## src/sv/tsop_pkg.sv

```systemverilog
// ----------------------------------------------------------------------------
// tsop_pkg
// Shared types and constants for the TCP SYN option parser.
// ----------------------------------------------------------------------------
package tsop_pkg;

  // option kinds
  localparam logic [7:0] KIND_END    = 8'd0;
  localparam logic [7:0] KIND_NOP    = 8'd1;
  localparam logic [7:0] KIND_MSS    = 8'd2;
  localparam logic [7:0] KIND_WSCALE = 8'd3;

  // option lengths, counting kind and length bytes
  localparam logic [7:0] LEN_MIN     = 8'd2;
  localparam logic [7:0] LEN_WSCALE  = 8'd3;
  localparam logic [7:0] LEN_MSS     = 8'd4;

  // byte positions inside an option body
  localparam logic [7:0] IDX_BODY_FIRST  = 8'd2;
  localparam logic [7:0] IDX_BODY_SECOND = 8'd3;

  // queue between front and back
  localparam int QUEUE_DEPTH = 2;
  localparam int QPTR_W      = $clog2(QUEUE_DEPTH);
  localparam int QCNT_W      = $clog2(QUEUE_DEPTH + 1);

  // parser phase
  typedef enum logic [1:0] {
    PH_KIND = 2'd0,
    PH_LEN  = 2'd1,
    PH_BODY = 2'd2,
    PH_STOP = 2'd3
  } phase_t;

  // classified request, as held in the queue
  typedef struct packed {
    logic [7:0] opt_byte;
    logic       last;
    logic       has;
    logic       is_end;     // byte equals end-of-list kind
    logic       is_nop;     // byte equals no-operation kind
    logic       is_mss;     // byte equals MSS kind
    logic       is_wscale;  // byte equals window-scale kind
    logic       len_short;  // byte below minimum length
    logic       len_min;    // byte equals minimum length
  } q_entry_t;

  // queue status seen by front and back
  typedef struct packed {
    logic full;
    logic empty;
  } q_status_t;

endpackage

```

## src/sv/tsop_front.sv

```systemverilog
// ----------------------------------------------------------------------------
// tsop_front
// Accepts input requests, drops empty non-final ones and classifies the byte.
// ----------------------------------------------------------------------------
module tsop_front
  import tsop_pkg::*;
(
  input  logic       in_valid,
  output logic       in_ready,
  input  logic [7:0] opt_byte,
  input  logic       last_byte,
  input  logic       has_byte,
  input  q_status_t  q_status,
  output logic       push,
  output q_entry_t   push_entry
);

  // take a request whenever the queue has room
  assign in_ready = !q_status.full;

  // an empty request that is not final carries nothing
  assign push = in_valid && in_ready && (has_byte || last_byte);

  // byte classification, used by whichever phase the back is in
  always_comb begin
    push_entry.opt_byte  = opt_byte;
    push_entry.last      = last_byte;
    push_entry.has       = has_byte;
    push_entry.is_end    = (opt_byte == KIND_END);
    push_entry.is_nop    = (opt_byte == KIND_NOP);
    push_entry.is_mss    = (opt_byte == KIND_MSS);
    push_entry.is_wscale = (opt_byte == KIND_WSCALE);
    push_entry.len_short = (opt_byte < LEN_MIN);
    push_entry.len_min   = (opt_byte == LEN_MIN);
  end

endmodule

```

## src/sv/tsop_queue.sv

```systemverilog
// ----------------------------------------------------------------------------
// tsop_queue
// Short FIFO between the classifying front and the parsing back.
// ----------------------------------------------------------------------------
module tsop_queue
  import tsop_pkg::*;
(
  input  logic      clk,
  input  logic      rst,
  input  logic      push,
  input  q_entry_t  push_entry,
  input  logic      pop,
  output q_entry_t  head,
  output q_status_t status
);

  q_entry_t            mem [QUEUE_DEPTH];
  logic [QPTR_W-1:0]   wr_ptr;
  logic [QPTR_W-1:0]   rd_ptr;
  logic [QCNT_W-1:0]   count;

  // storage, no reset needed
  always_ff @(posedge clk) begin
    if (push) begin
      mem[wr_ptr] <= push_entry;
    end
  end

  // pointers and fill count
  always_ff @(posedge clk) begin
    if (rst) begin
      wr_ptr <= '0;
      rd_ptr <= '0;
      count  <= '0;
    end else begin
      if (push) begin
        wr_ptr <= wr_ptr + 1'b1;
      end
      if (pop) begin
        rd_ptr <= rd_ptr + 1'b1;
      end
      case ({push, pop})
        2'b10:   count <= count + 1'b1;
        2'b01:   count <= count - 1'b1;
        default: count <= count;
      endcase
    end
  end

  assign head         = mem[rd_ptr];
  assign status.full  = (count == QCNT_W'(QUEUE_DEPTH));
  assign status.empty = (count == '0);

endmodule

```

## src/sv/tsop_back.sv

```systemverilog
// ----------------------------------------------------------------------------
// tsop_back
// Walks kind, length and body of each option and holds the result register.
// ----------------------------------------------------------------------------
module tsop_back
  import tsop_pkg::*;
(
  input  logic        clk,
  input  logic        rst,
  input  q_entry_t    head,
  input  q_status_t   q_status,
  output logic        pop,
  output logic        out_valid,
  input  logic        out_ready,
  output logic [15:0] mss_value,
  output logic        wscale_present,
  output logic [7:0]  wscale_value
);

  phase_t      phase,       phase_next;
  logic        kind_mss,    kind_mss_next;
  logic        kind_ws,     kind_ws_next;
  logic [7:0]  cur_len,     cur_len_next;
  logic [7:0]  idx,         idx_next;
  logic [7:0]  held_high,   held_high_next;
  logic [15:0] found_mss,   found_mss_next;
  logic        found_wsf,   found_wsf_next;
  logic [7:0]  found_ws,    found_ws_next;
  logic        done;

  // stall only when a final request meets a result still waiting
  assign pop = !q_status.empty && !(head.last && out_valid && !out_ready);

  assign done = ({1'b0, idx} + 9'd1) == {1'b0, cur_len};

  // parse step
  always_comb begin
    phase_next     = phase;
    kind_mss_next  = kind_mss;
    kind_ws_next   = kind_ws;
    cur_len_next   = cur_len;
    idx_next       = idx;
    held_high_next = held_high;
    found_mss_next = found_mss;
    found_wsf_next = found_wsf;
    found_ws_next  = found_ws;
    if (pop && head.has) begin
      unique case (phase)
        PH_KIND: begin
          if (head.is_end) begin
            phase_next = PH_STOP;
          end else if (!head.is_nop) begin
            kind_mss_next = head.is_mss;
            kind_ws_next  = head.is_wscale;
            phase_next    = PH_LEN;
          end
        end
        PH_LEN: begin
          if (head.len_short) begin
            phase_next = PH_STOP;
          end else begin
            cur_len_next = head.opt_byte;
            idx_next     = LEN_MIN;
            // no body: option complete already
            phase_next   = head.len_min ? PH_KIND : PH_BODY;
          end
        end
        PH_BODY: begin
          if (kind_mss && cur_len == LEN_MSS) begin
            if (idx == IDX_BODY_FIRST) begin
              held_high_next = head.opt_byte;
            end else if (idx == IDX_BODY_SECOND && done) begin
              found_mss_next = {held_high, head.opt_byte};
            end
          end else if (kind_ws && cur_len == LEN_WSCALE) begin
            if (idx == IDX_BODY_FIRST && done) begin
              found_wsf_next = 1'b1;
              found_ws_next  = head.opt_byte;
            end
          end
          if (done) begin
            phase_next = PH_KIND;
            idx_next   = '0;
          end else begin
            idx_next = idx + 8'd1;
          end
        end
        PH_STOP: begin
          phase_next = PH_STOP;
        end
        default: begin
          phase_next = PH_STOP;
        end
      endcase
    end
  end

  // parser state, cleared after every final request
  always_ff @(posedge clk) begin
    if (rst || (pop && head.last)) begin
      phase     <= PH_KIND;
      kind_mss  <= 1'b0;
      kind_ws   <= 1'b0;
      cur_len   <= '0;
      idx       <= '0;
      held_high <= '0;
      found_mss <= '0;
      found_wsf <= 1'b0;
      found_ws  <= '0;
    end else begin
      phase     <= phase_next;
      kind_mss  <= kind_mss_next;
      kind_ws   <= kind_ws_next;
      cur_len   <= cur_len_next;
      idx       <= idx_next;
      held_high <= held_high_next;
      found_mss <= found_mss_next;
      found_wsf <= found_wsf_next;
      found_ws  <= found_ws_next;
    end
  end

  // result register
  always_ff @(posedge clk) begin
    if (rst) begin
      out_valid <= 1'b0;
    end else if (pop && head.last) begin
      out_valid <= 1'b1;
    end else if (out_ready) begin
      out_valid <= 1'b0;
    end
  end

  always_ff @(posedge clk) begin
    if (pop && head.last) begin
      mss_value      <= found_mss_next;
      wscale_present <= found_wsf_next;
      wscale_value   <= found_ws_next;
    end
  end

endmodule

```

## src/sv/tcp_syn_option_parser.sv

```systemverilog
// ----------------------------------------------------------------------------
// tcp_syn_option_parser
// Parses a TCP option area byte by byte and reports MSS and window scale.
// ----------------------------------------------------------------------------
//  channel | handshake           | payload
//  --------+---------------------+-------------------------------------------
//  input   | in_valid / in_ready | opt_byte, last_byte, has_byte
//  output  | out_valid/out_ready | mss_value, wscale_present, wscale_value
//
//  One byte is taken per cycle while the queue has room.
//  A result is offered once its final byte has passed the queue write and then
//  the result register, and may wait there while further bytes are taken.
//  Synchronous reset empties the queue, clears the parser and drops any result.
//  A final byte stalls in the queue only while the previous result waits.
// ----------------------------------------------------------------------------
module tcp_syn_option_parser
  import tsop_pkg::*;
(
  input  logic        clk,
  input  logic        rst,
  input  logic        in_valid,
  output logic        in_ready,
  input  logic [7:0]  opt_byte,
  input  logic        last_byte,
  input  logic        has_byte,
  output logic        out_valid,
  input  logic        out_ready,
  output logic [15:0] mss_value,
  output logic        wscale_present,
  output logic [7:0]  wscale_value
);

  q_status_t q_status;
  q_entry_t  push_entry;
  q_entry_t  head;
  logic      push;
  logic      pop;

  tsop_front u_front (
    .in_valid   (in_valid),
    .in_ready   (in_ready),
    .opt_byte   (opt_byte),
    .last_byte  (last_byte),
    .has_byte   (has_byte),
    .q_status   (q_status),
    .push       (push),
    .push_entry (push_entry)
  );

  tsop_queue u_queue (
    .clk        (clk),
    .rst        (rst),
    .push       (push),
    .push_entry (push_entry),
    .pop        (pop),
    .head       (head),
    .status     (q_status)
  );

  tsop_back u_back (
    .clk            (clk),
    .rst            (rst),
    .head           (head),
    .q_status       (q_status),
    .pop            (pop),
    .out_valid      (out_valid),
    .out_ready      (out_ready),
    .mss_value      (mss_value),
    .wscale_present (wscale_present),
    .wscale_value   (wscale_value)
  );

endmodule

```

## config.mk

```make
export PLATFORM = sky130hd
export DESIGN_NAME = tcp_syn_option_parser
export DESIGN_NICKNAME = d
export VERILOG_FILES = /design/src/sv/tsop_pkg.sv /design/src/sv/tsop_front.sv /design/src/sv/tsop_queue.sv /design/src/sv/tsop_back.sv /design/src/sv/tcp_syn_option_parser.sv
export SDC_FILE = /design/constraint.sdc
export NUM_CORES = 1
export LEC_CHECK = 0
export ABC_AREA = 1
export BUFFER_PORTS_ARGS = -buffer_cell sky130_fd_sc_hd__buf_4
export CAP_MARGIN = 20
export CELL_PAD_IN_SITES_DETAIL_PLACEMENT = 0
export CELL_PAD_IN_SITES_GLOBAL_PLACEMENT = 1
export CORE_MARGIN = 2
export CORE_UTILIZATION = 25
export CTS_BUF_LIST = sky130_fd_sc_hd__clkbuf_4 sky130_fd_sc_hd__clkbuf_8
export DETAILED_ROUTE_END_ITERATION = 12
export GPL_TIMING_DRIVEN = 0
export PLACE_DENSITY = 0.53
export SYNTH_ARGS = -nofsm -noshare
export SYNTH_HDL_FRONTEND = slang
export SYNTH_SLANG_ARGS = --single-unit
```

## constraint.sdc

```tcl
create_clock -name clk -period 2.7 [get_ports clk]
set_input_delay 0.27 -clock clk [delete_from_list [all_inputs] [get_ports clk]]
set_output_delay 0.27 -clock clk [all_outputs]
set_load 0.1 [all_outputs]
```

==> summary.md <==
| Metric | Value |
|---|---|
| Critical path type | `flop to flop` |
| Static leakage | `2.72 nW` |
| Initial antenna violation count | `0` |
| Initial cell density of the core | `25.5%` |
| Register Area | `0.00283 sq mm` |
| Async SR Flop Fraction | `0%` |
| First-pass GRT wire length | `19.1 mm` |
| I/O Pins | `41` |
| Clock Path Buffers | `2` |
| CTS H-tree depth | `4` |
| Comb pwr share | `35.0%` |
| Seq pwr share | `37.6%` |
| Via density | `4.11` |
| Gates resized, CTS repair | `0` |
| DR iter-0 viols | `178` |
| Max Freq | `413 MHz` |
| Core footprint | `0.0202 sq mm` |
| I/O Buffers | `40` |
| Unique masters post-synth | `34` |
| Clock transition at the registers of the reported paths | `0.07 ns` |
| Final ANT Viol Nets | `0` |
| CTS Buf Count | `17` |
| Pint | `0.00338 W` |
| Drt wl/cell | `12.9 um` |
| Crit-path cells | `inv_2 -> ha_1 -> xnor2_1 -> nor2_1 -> nand2_1 -> nor2_1 -> nand2_1 -> nor2_4 -> nand3_4 -> buf_6 -> o21ai_2 -> inv_1` |
| RD Place Congestion | `0.835` |
| Worst Path Buf+Inv | `3` |
| Root Driver | `clkbuf_8` |
| CP endpoint kind | `flop` |
| Final Slew Violations | `0` |
| Commonest non-fill, non-tap cell in the layout | `inv_1` |
| Power Total | `0.00574 W` |
| Filler Cells Inserted | `2146` |
| Clk pwr share | `27.4%` |
| # rows | `52` |
| DR pass1 iterations | `5` |
| Gr usage total | `11.3%` |
| Clock Sinks | `114` |
| Outcome | `finished clean` |
| Tightest Pin Transition | `0.565 ns` |
| Number of synthesis warnings | `0` |
| Final Setup Violations | `0` |
| Nets | `636` |
| Crit path launch type | `flop` |
| Register area share after synthesis | `55.0%` |
| Die W | `148 um` |
| Critical path's slowest cell | `dfxtp_1` |
| Final wirelength | `11.6 mm` |
| TritonCTS clock tree | `yes` |
| Power Dens Cells | `913 mW/mm^2` |
| Die area | `0.0218 sq mm` |
| Detailed placement HPWL | `8.41 mm` |
| Number of global-route vias before repair | `3817` |
| CP Data Required Time | `2.88 ns` |
| Slew margin rel. | `62.1%` |
| Period minus WS final | `2.42 ns` |
| Top Family by Delay on Critical Path | `simple AND/OR/NAND/NOR gates` |
| CP arrival | `2.60 ns` |
| Hold/Removal Path Class | `input port to flop` |
| FF+latch count, synth | `114` |
| Crit-path max cell delay | `0.44 ns` |
| Vias post-DR | `3699` |
| Ant. Diodes | `0` |
| Commonest cells after routing, fill and taps aside | `inv_1, nand2_1, dfxtp_1, edfxtp_1, nor2_1` |
| Die extent in y | `148 um` |
| Area grow syn2layout | `22.1%` |
| Final hold violations | `0` |
| Period utilisation layout | `89.7%` |
| Multi-input logic area | `0.00182 sq mm` |
| RSZ-0062 raised after global routing | `false` |
| Switch Pwr | `0.00236 W` |
| GRT Residual Overflow | `0` |
| Clk_skew | `0.00752 ns` |
| CP Max Fanout | `10` |
| Synthesized area | `0.00515 sq mm` |
| Share of cells above drive strength 1 | `26.9%` |
| Clk Latency, worst-skew pair | `0.42 ns` |
| Switching portion of total power | `41.1%` |
| Setup tns final | `0 ns` |
| VDD IR-drop max | `0.000414 V` |
| Ys flop type | `dfxtp_1` |
| Syn_nets | `566` |
| Pin count of the biggest net entering global routing | `26` |
| Remaining DRCs | `0` |
| Post-synth EDFFs | `55` |
| Syn Inst Count | `549` |
| Avg Cell Area, Syn | `9.39 sq um` |
| # Max-Cap Violations | `0` |
==> metal layers <==
layer  global-route usage (%)  vias to the layer above  routed length [um]
met1                     14.2                     1721                5580
met3                     3.09                        7                 349
met2                     18.7                       54                5540
met4                     4.04                        0                 119
met5                        0                        -                   0
li1                         -                     1917                   -
==> power groups by stage <==
stage / combinational (W) / clock [W] / sequential (W)
finish: 0.00201 / 0.00157 / 0.00216
global route: 0.00215 / 0.00171 / 0.00219
CTS: 0.00202 / 0.00165 / 0.00217
detailed placement: 0.00200 / 0 / 0.00221
global placement: 0.00199 / 0 / 0.00220
floorplan: 0.000729 / 0 / 0.00299
==> logic make-up (layout without fill, tap and decap cells) <==
logic type      Yosys count  count (layout)  synth area share, %
compound gates           92              92                 11.1
xor+xnor                  2               2                0.340
fa+ha+maj                 3               3                0.729
buf+inv                 117             199                 9.66
flops                   114             114                 55.0
mux                      11              11                 2.21
simple gates            210             210                 20.9
==> cell usage after synthesis, types with 6 or more instances <==
cell	instances	share of area, %
o21ai_2	25	4.2
edfxtp_1	55	32
nand3_1	25	2.4
inv_1	98	7.1
a21oi_1	38	3.7
buf_2	8	0.78
dfxtp_1	59	23
nor2_1	50	3.6
nand3_2	6	1.2
buf_6	6	1.3
nand2_1	69	5.0
nor2_2	17	2.1
nor3_1	10	0.97
nand2_2	18	2.2
o21ai_0	25	2.4
mux2i_1	8	1.6
==> state kept, by name, summed over array words and instances, names as in the netlist, named ones only <==
register               flops
u_back.mss_value          16
u_queue.rd_ptr             1
u_back.held_high           8
u_queue.mem               30
u_back.kind_ws             1
u_back.found_wsf           1
u_back.wscale_present      1
u_back.wscale_value        8
u_back.cur_len             8
u_back.phase               2
u_back.out_valid           1
u_back.kind_mss            1
u_queue.wr_ptr             1
u_back.found_mss          16
u_back.idx                 8
u_queue.count              2
u_back.found_ws            8
==> area by class of cell <==
cell class | count | area share (%)
Timing Repair Buffer | 51 | 6.60
Buffer | 16 | 1.89
Multi-Input combinational cell | 318 | 29.0
Inverter | 101 | 6.03
Sequential cell | 114 | 45.0
Tap cell | 270 | 5.37
Clock inverter | 10 | 1.75
Clock buffer | 21 | 4.39
==> final timing paths <==
| path | slack [ns] | to | start | cells after the start |
|---|---|---|---|---|
| min reg2reg | 0.47 | u_queue.rd_ptr | u_queue.rd_ptr | 1 |
| max reg2reg | 0.28 | u_back.wscale_value[4] | u_back.idx[0] | 12 |
| max | 0.28 | u_back.wscale_value[4] | u_back.idx[0] | 12 |
| min | 0.05 | u_queue.mem[1][9] | opt_byte[1] | 1 |
==> stage by stage <==
| step | utilization [%] | cell area, sq um | setup WS, ns | hold slack [ns] | std cells |
|---|---|---|---|---|---|
| 6_report | 31.1 | 6290 | 0.279 | 0.0488 | 901 |
| 5_1_grt | 31.1 | 6290 | 0.101 | 0.00650 | 901 |
| 4_1_cts | 31.0 | 6270 | 0.267 | 0.00283 | 900 |
| 3_5_place_dp | 28.7 | 5810 | 0.273 | 0.444 | 861 |
| 3_3_place_gp | 28.6 | 5790 | 0.280 | 0.436 | 859 |
| 2_1_floorplan | - | 5150 | 0.170 | 0.339 | 549 |
==> what timing repair did <==
action                                  CTS  global route
endpoints found under the setup margin    0             0
endpoints found under the hold margin    15             0
hold buffers                              8             0
buffers inserted                          0             0
No activity file was read; power rests on OpenSTA's default activity.
